**src/design/bdq_pkg.sv**
```systemverilog
// ----------------------------------------------------------------------------
// bdq_pkg
// Shared widths, command codes and status codes of the bounded deque.
// ----------------------------------------------------------------------------
package bdq_pkg;

    localparam int DEPTH_DEFAULT = 64;
    localparam int DATA_W        = 32;
    localparam int CMD_W         = 3;
    localparam int STATUS_W      = 2;

    localparam int S_TDATA_W     = 40;   // command + value, padded to bytes
    localparam int M_TDATA_W     = 32;

    localparam logic [CMD_W-1:0] CMD_PUSH_BACK  = 3'd0;
    localparam logic [CMD_W-1:0] CMD_PUSH_FRONT = 3'd1;
    localparam logic [CMD_W-1:0] CMD_POP_FRONT  = 3'd2;
    localparam logic [CMD_W-1:0] CMD_POP_BACK   = 3'd3;
    localparam logic [CMD_W-1:0] CMD_REVERSE    = 3'd4;
    localparam logic [CMD_W-1:0] CMD_DUMP       = 3'd5;

    localparam logic [STATUS_W-1:0] STATUS_OK    = 2'd0;
    localparam logic [STATUS_W-1:0] STATUS_EMPTY = 2'd1;
    localparam logic [STATUS_W-1:0] STATUS_FULL  = 2'd2;

endpackage

```
**src/design/bounded_deque_with_reverse.sv**
```systemverilog
// ----------------------------------------------------------------------------
// bounded_deque_with_reverse
// Double-ended queue of up to DEPTH signed words in a circular buffer RAM.
// ----------------------------------------------------------------------------
// Usage:
//   Input beats on s_* carry a command and a value. Commands: push back,
//   push front, pop front, pop back, reverse, dump. Result beats on m_*
//   carry the item, a status (ok, empty, full) in tuser and tlast.
//   Push, pop, reverse and any refused command give one beat with tlast set.
//   Dump gives one beat per element, front to back, tlast on the final one;
//   on an empty deque it gives one empty-status beat.
// Timing and throughput:
//   Push, reverse, refused push, pop on empty, dump on empty: result in the
//   cycle after the input beat; one command per cycle while m_tready is high.
//   Pop: the item passes the RAM read register, then the output register.
//   Dump: RAM read register, then output register; then one beat per cycle
//   while m_tready stays high; s_tready stays low until a pop or dump ends.
// Reset clears the front pointer, count and direction; RAM content is not
// cleared and needs no clearing pass. When m_tready is low the output
// register holds its beat and s_tready drops until the beat can leave.
// ----------------------------------------------------------------------------
module bounded_deque_with_reverse
    import bdq_pkg::*;
#(
    parameter int DEPTH = DEPTH_DEFAULT
) (
    input  logic                 aclk,
    input  logic                 aresetn,

    input  logic                 s_tvalid,
    output logic                 s_tready,
    input  logic [S_TDATA_W-1:0] s_tdata,   // [2:0] command, [34:3] value

    output logic                 m_tvalid,
    input  logic                 m_tready,
    output logic [M_TDATA_W-1:0] m_tdata,   // [31:0] item
    output logic [STATUS_W-1:0]  m_tuser,   // [1:0] status
    output logic                 m_tlast
);

    localparam int PTR_W = $clog2(DEPTH);
    localparam int CNT_W = $clog2(DEPTH + 1);
    localparam logic [PTR_W:0]   DEPTH_X = (PTR_W + 1)'(DEPTH);
    localparam logic [CNT_W-1:0] CNT_FULL = CNT_W'(DEPTH);
    localparam logic [PTR_W-1:0] PTR_ONE = PTR_W'(1);

    localparam logic [1:0] S_IDLE = 2'd0;
    localparam logic [1:0] S_POP  = 2'd1;
    localparam logic [1:0] S_DUMP = 2'd2;

    // pointer arithmetic modulo DEPTH, both operands below DEPTH
    function automatic logic [PTR_W-1:0] wrap_fwd(input logic [PTR_W-1:0] p,
                                                  input logic [PTR_W-1:0] off);
        logic [PTR_W:0] s;
        logic [PTR_W:0] r;
        s = {1'b0, p} + {1'b0, off};
        r = (s >= DEPTH_X) ? s - DEPTH_X : s;
        return r[PTR_W-1:0];
    endfunction

    function automatic logic [PTR_W-1:0] wrap_bwd(input logic [PTR_W-1:0] p,
                                                  input logic [PTR_W-1:0] off);
        logic [PTR_W:0] r;
        r = (p >= off) ? {1'b0, p} - {1'b0, off}
                       : {1'b0, p} + DEPTH_X - {1'b0, off};
        return r[PTR_W-1:0];
    endfunction

    logic [1:0]          state_reg,      state_next;
    logic [PTR_W-1:0]    front_reg,      front_next;
    logic [CNT_W-1:0]    count_reg,      count_next;
    logic                rev_reg,        rev_next;
    logic [PTR_W-1:0]    dump_ptr_reg,   dump_ptr_next;
    logic [CNT_W-1:0]    dump_left_reg,  dump_left_next;
    logic                out_valid_reg,  out_valid_next;
    logic [DATA_W-1:0]   out_item_reg,   out_item_next;
    logic [STATUS_W-1:0] out_status_reg, out_status_next;
    logic                out_last_reg,   out_last_next;

    logic [CMD_W-1:0]    in_cmd;
    logic [DATA_W-1:0]   in_value;
    logic                in_beat;
    logic                out_free;
    logic                is_empty;
    logic                is_full;
    logic [CNT_W-1:0]    cnt_m1;
    logic [PTR_W-1:0]    back_slot;
    logic [PTR_W-1:0]    next_slot;
    logic [PTR_W-1:0]    second_slot;
    logic [PTR_W-1:0]    front_step;

    logic                ram_wr_en;
    logic [PTR_W-1:0]    ram_wr_addr;
    logic                ram_rd_en;
    logic [PTR_W-1:0]    ram_rd_addr;
    logic [DATA_W-1:0]   ram_rd_data;

    assign in_cmd   = s_tdata[CMD_W-1:0];
    assign in_value = s_tdata[CMD_W+DATA_W-1:CMD_W];

    assign out_free = !out_valid_reg || m_tready;
    assign s_tready = (state_reg == S_IDLE) && out_free;
    assign in_beat  = s_tvalid && s_tready;

    assign is_empty = (count_reg == '0);
    assign is_full  = (count_reg == CNT_FULL);
    assign cnt_m1   = count_reg - CNT_W'(1);

    // physical slots of the last element, the one past it and the second one
    assign back_slot   = rev_reg ? wrap_bwd(front_reg, cnt_m1[PTR_W-1:0])
                                 : wrap_fwd(front_reg, cnt_m1[PTR_W-1:0]);
    assign next_slot   = rev_reg ? wrap_bwd(front_reg, count_reg[PTR_W-1:0])
                                 : wrap_fwd(front_reg, count_reg[PTR_W-1:0]);
    assign second_slot = rev_reg ? wrap_bwd(front_reg, PTR_ONE)
                                 : wrap_fwd(front_reg, PTR_ONE);
    assign front_step  = rev_reg ? wrap_fwd(front_reg, PTR_ONE)
                                 : wrap_bwd(front_reg, PTR_ONE);

    always_comb begin
        state_next      = state_reg;
        front_next      = front_reg;
        count_next      = count_reg;
        rev_next        = rev_reg;
        dump_ptr_next   = dump_ptr_reg;
        dump_left_next  = dump_left_reg;
        out_valid_next  = out_valid_reg && !m_tready;
        out_item_next   = out_item_reg;
        out_status_next = out_status_reg;
        out_last_next   = out_last_reg;
        ram_wr_en       = 1'b0;
        ram_wr_addr     = next_slot;
        ram_rd_en       = 1'b0;
        ram_rd_addr     = front_reg;

        case (state_reg)
            S_IDLE: begin
                if (in_beat) begin
                    out_item_next   = '0;
                    out_status_next = STATUS_OK;
                    out_last_next   = 1'b1;
                    case (in_cmd)
                        CMD_PUSH_BACK, CMD_PUSH_FRONT: begin
                            out_valid_next = 1'b1;
                            if (is_full) begin
                                out_status_next = STATUS_FULL;
                            end else begin
                                ram_wr_en  = 1'b1;
                                count_next = count_reg + CNT_W'(1);
                                if (in_cmd == CMD_PUSH_FRONT) begin
                                    ram_wr_addr = front_step;
                                    front_next  = front_step;
                                end
                            end
                        end
                        CMD_POP_FRONT, CMD_POP_BACK: begin
                            if (is_empty) begin
                                out_valid_next  = 1'b1;
                                out_status_next = STATUS_EMPTY;
                            end else begin
                                ram_rd_en  = 1'b1;
                                count_next = cnt_m1;
                                state_next = S_POP;
                                if (in_cmd == CMD_POP_FRONT) begin
                                    front_next = second_slot;
                                end else begin
                                    ram_rd_addr = back_slot;
                                end
                            end
                        end
                        CMD_REVERSE: begin
                            out_valid_next = 1'b1;
                            rev_next       = !rev_reg;
                            if (!is_empty) begin
                                front_next = back_slot;
                            end
                        end
                        CMD_DUMP: begin
                            if (is_empty) begin
                                out_valid_next  = 1'b1;
                                out_status_next = STATUS_EMPTY;
                            end else begin
                                ram_rd_en      = 1'b1;
                                dump_ptr_next  = front_reg;
                                dump_left_next = count_reg;
                                state_next     = S_DUMP;
                            end
                        end
                        default: begin
                            // unused command codes: drop the beat
                        end
                    endcase
                end
            end
            S_POP: begin
                // output register is free here: it was draining at acceptance
                out_valid_next  = 1'b1;
                out_item_next   = ram_rd_data;
                out_status_next = STATUS_OK;
                out_last_next   = 1'b1;
                state_next      = S_IDLE;
            end
            S_DUMP: begin
                if (out_free) begin
                    out_valid_next  = 1'b1;
                    out_item_next   = ram_rd_data;
                    out_status_next = STATUS_OK;
                    out_last_next   = (dump_left_reg == CNT_W'(1));
                    dump_left_next  = dump_left_reg - CNT_W'(1);
                    if (dump_left_reg == CNT_W'(1)) begin
                        state_next = S_IDLE;
                    end else begin
                        // fetch the following element while this one leaves
                        dump_ptr_next = rev_reg ? wrap_bwd(dump_ptr_reg, PTR_ONE)
                                                : wrap_fwd(dump_ptr_reg, PTR_ONE);
                        ram_rd_en     = 1'b1;
                        ram_rd_addr   = dump_ptr_next;
                    end
                end
            end
            default: begin
                state_next = S_IDLE;
            end
        endcase
    end

    always_ff @(posedge aclk) begin
        if (!aresetn) begin
            state_reg     <= S_IDLE;
            front_reg     <= '0;
            count_reg     <= '0;
            rev_reg       <= 1'b0;
            dump_left_reg <= '0;
            out_valid_reg <= 1'b0;
        end else begin
            state_reg     <= state_next;
            front_reg     <= front_next;
            count_reg     <= count_next;
            rev_reg       <= rev_next;
            dump_left_reg <= dump_left_next;
            out_valid_reg <= out_valid_next;
        end
    end

    always_ff @(posedge aclk) begin
        dump_ptr_reg   <= dump_ptr_next;
        out_item_reg   <= out_item_next;
        out_status_reg <= out_status_next;
        out_last_reg   <= out_last_next;
    end

    bdq_ram #(
        .WIDTH (DATA_W),
        .DEPTH (DEPTH),
        .ADDR_W(PTR_W)
    ) u_store (
        .clk    (aclk),
        .wr_en  (ram_wr_en),
        .wr_addr(ram_wr_addr),
        .wr_data(in_value),
        .rd_en  (ram_rd_en),
        .rd_addr(ram_rd_addr),
        .rd_data(ram_rd_data)
    );

    assign m_tvalid = out_valid_reg;
    assign m_tdata  = out_item_reg;
    assign m_tuser  = out_status_reg;
    assign m_tlast  = out_last_reg;

endmodule

```
**src/design/bdq_ram.sv**
```systemverilog
// ----------------------------------------------------------------------------
// bdq_ram
// Simple dual-port RAM: one write port, one read port with registered data.
// Read data holds while rd_en is low.
// ----------------------------------------------------------------------------
module bdq_ram #(
    parameter int WIDTH = 32,
    parameter int DEPTH = 64,
    parameter int ADDR_W = $clog2(DEPTH)
) (
    input  logic              clk,
    input  logic              wr_en,
    input  logic [ADDR_W-1:0] wr_addr,
    input  logic [WIDTH-1:0]  wr_data,
    input  logic              rd_en,
    input  logic [ADDR_W-1:0] rd_addr,
    output logic [WIDTH-1:0]  rd_data
);

    logic [WIDTH-1:0] mem [DEPTH];

    always_ff @(posedge clk) begin
        if (wr_en) begin
            mem[wr_addr] <= wr_data;
        end
        if (rd_en) begin
            rd_data <= mem[rd_addr];
        end
    end

endmodule

```
**config.mk**
```make
export PLATFORM = sky130hd
export DESIGN_NAME = bounded_deque_with_reverse
export DESIGN_NICKNAME = d
export VERILOG_FILES = /design/src/design/bdq_pkg.sv /design/src/design/bounded_deque_with_reverse.sv /design/src/design/bdq_ram.sv
export SDC_FILE = /design/constraint.sdc
export NUM_CORES = 2
export LEC_CHECK = 0
export BUFFER_PORTS_ARGS = -buffer_cell sky130_fd_sc_hd__buf_2
export CORE_UTILIZATION = 40
export DETAILED_ROUTE_END_ITERATION = 6
export SYNTH_ARGS = -nofsm -noshare
export SYNTH_HDL_FRONTEND = slang
export SYNTH_SLANG_ARGS = --single-unit
```
**constraint.sdc**
```tcl
create_clock -name aclk -period 6.3 [get_ports aclk]
set_input_delay 0.315 -clock aclk [delete_from_list [all_inputs] [get_ports aclk]]
set_output_delay 0.315 -clock aclk [all_outputs]
set_load 0.1 [all_outputs]
```
==> out/qor.yml <==
sta:
  setup_viol: 0
  clock_skew_ns: 0.0315
  setup_ws_ns: 0.577
  maxSlewViolCount: 0
  fin_crit_sh_pct: 90.8
  max_slew_margin_pct: 12.2
  worstMarginPinSlew_ns: 1.32
  clock.fmax_ghz: 0.175
  setup_tns_ns: 0
  min_period_ns: 5.72
  rsz0062_at_grt: "no"
  hold_viol: 0
  finalHoldWorstSlack_ns: 0.121
pwr:
  p_per_area_nw_per_um2: 353
  p_leak_nw: 31.5
  total_power_w: 0.0349
  peakVddDrop_v: 0.000350
die:
  dieArea_um2: 220000
  pin_count: 81
  die_x_um: 469
  coreArea_um2: 217000
  die_h_um: 469
  rows: 171
  start_util_pct: 40.2
setup_path:
  reg2reg_depth: 12
  crit_path_end_kind: "flip-flop"
  slowest_delay_ns: 0.89
  worstPathArrival_ns: 6.30
  required_ns: 6.88
  cp_max_fo: 28
  critical_path.slowest_cell: "a2111oi_0"
  crit_type: "flip-flop to flip-flop"
  path_cells: "inv_1, ha_1, or4b_4, o2111ai_4, mux2i_4, nor2_4, buf_12, buf_4, mux2_2, a2111oi_0, o22ai_1, or4_1"
  start_kind: "flip-flop"
clock_tree:
  cts.path.max_buffers: 3
  clk_latency_ns: 0.86
  cts_buffers: 212
  root_buffer: "clkbuf_16"
  path_clk_slew_ns: 0.06
  tritoncts: "done"
  htreeDepth: 4
  cts.sinks: 2145
synthesis:
  syn_area_um2: 87200
  synth_ff_type: "edfxtp_1"
  yosysTopAreaCell: "edfxtp_1"
  synth_area_leaders: "edfxtp_1 (73%), o21ai_0 (4.5%), a21oi_1 (4.4%)"
  yosysSeqAreaShare_pct: 73.6
  syn_avg_cell_area_um2: 14.2
  yosysWarnings: 0
  syn-num-nets: 6221
  synthesis.instances: 6150
  netlist_top_cells_count: "edfxtp_1 (2121), o21ai_0 (776), a21oi_1 (773), nand3_1 (754), clkbuf_1 (418)"
  ys_ff_latch: 2145
  synth_edf_count: 2121
  async_flop_share_pct: 0
  yosysMostFrequentCell: "edfxtp_1"
  synth_top_area_share_pct: 73.0
  ys_types: 70
global_route:
  grt_util_met2_pct: 36.9
  grt_max_degree: 192
  met1_usage_pct: 31.8
  gr-max-usage-layer: "met2"
  grtUsageTotal_pct: 23.0
  grt.met3_usage_pct: 4.35
  grt_remaining_overflow: 0
  grt_pass1_vias: 54100
  antenna_found_initial: 30
  grt_pass1_wl_um: 374000
drt:
  drt-total-wl_um: 259000
  vias_per_cell: 6.16
  final_antenna_net_count: 0
  drtIter0Drc: 7873
  drc_errors: 1
  drt-pass1-iter-count: 7
  wl_per_cell_um: 28.2
  vias: 56600
final_layout:
  fin_nets: 6232
  stdcell_area_um2: 98800
  drive_gt1_share_pct: 15.2
  largest_register_ffs: 2048
  largest_register: "u_store.mem"
  area_growth_pct: 13.3
status:
  violations: "design-rule violations"
  status: "complete, but fails checks"
placed_design:
  dp_hpwl_um: 140000
  post-place-ws_ns: 0.759
  port-buffer-count: 75
  dpl-instance-area_um2: 92300
  routabilityCongestion: 0.823
hold_path:
  min_delay_path_depth: 4
  hold_path_class: "input port to flip-flop"
job:
  drv_cap: 0
-- power breakdown --
part | internal [W] | total [W] | switching (W)
registers | 0.0161 | 0.0162 | 0.000111
logic | 0.00182 | 0.00672 | 0.00490
clock network | 0.00669 | 0.0120 | 0.00533
-- what timing repair did --
| action | CTS | global route |
|---|---|---|
| buffers inserted | 0 | 0 |
| hold endpoints to repair | 14 | 0 |
| hold buffers | 5 | 0 |
| gates resized for setup | 0 | 0 |
-- worst max-delay path: cells and delay by family, from the launching register on --
family / cells / cell delay (ns)
and+or+nand+nor: 3 / 1.25
adders and majority gates: 1 / 0.30
buffers and inverters: 3 / 0.70
DFF: 1 / 0.43
muxes: 2 / 1.02
AOI/OAI and AO/OA: 3 / 1.71
-- cells by family after synthesis --
group | Yosys count | synth area share (%)
AND/OR/NAND/NOR | 1087 | 6.33
multiplexers | 275 | 3.54
XOR/XNOR | 36 | 0.361
flip-flops | 2145 | 73.6
adder cells (fa/ha/maj) | 27 | 0.404
buffers and inverters | 563 | 2.64
AO/OA/AOI/OAI | 2017 | 13.2
-- path summary, 6_finish.rpt --
check / slack [ns] / to / from
setup / recovery: 0.58 / u_store.rd_data[2] / count_reg[0]
setup reg to reg: 0.58 / u_store.rd_data[2] / count_reg[0]
hold reg to reg: 0.48 / state_reg[0] / state_reg[0]
hold / removal: 0.12 / m_tvalid / s_tdata[0]
-- cell usage in the layout, fill, tap and decap left out, types with 6 or more instances in the layout --
cell type   instances
a2111oi_0         252
a211oi_1           26
a21oi_1           772
a22oi_1             7
a31oi_1             7
and2_1             36
and3_1             31
buf_12             66
buf_2              75
buf_4             186
bufinv_16          11
clkbuf_1           45
clkbuf_16         216
clkinv_1           58
clkinv_2           33
clkinvlp_4          6
dfxtp_1            24
diode_2             6
edfxtp_1         2121
ha_1               25
inv_1              26
inv_6               6
mux2_2            259
mux2i_1            14
nand2_1            51
nand3_1           749
nor2_1             54
nor2_4             66
nor3_1              9
o21ai_0           776
o22ai_1           133
or2_2               8
or4_1              35
xnor2_1            23
xor2_1             13
-- layer usage --
| layer | up-vias | wire (µm) | part of all wire [%] |
|---|---|---|---|
| li1 | 24400 | - | - |
| met1 | 28900 | 106000 | 41 |
| met2 | 2809 | 123000 | 47 |
| met3 | 464 | 23300 | 9.0 |
| met4 | 14 | 7000 | 2.7 |
| met5 | - | 92 | 0.035 |
-- cell type report --
type	instances	area [µm²]
well taps	2854	3570
inverters	28	105
fillers	18900	118000
clock inverters	119	910
multi-input cells	3442	21400
clock buffers	261	5570
flip-flops and latches	2145	64200
repair buffers	332	3140
diodes	6	15.0
-- stage by stage --
step / util (%) / cells
after floorplan: - / 6150
after global placement: 42.5 / 8796
after detailed placement: 42.5 / 8796
after CTS: 45.6 / 9181
after global routing: 45.6 / 9185
final: 45.6 / 9187
No activity file was read; power rests on OpenSTA's default activity.
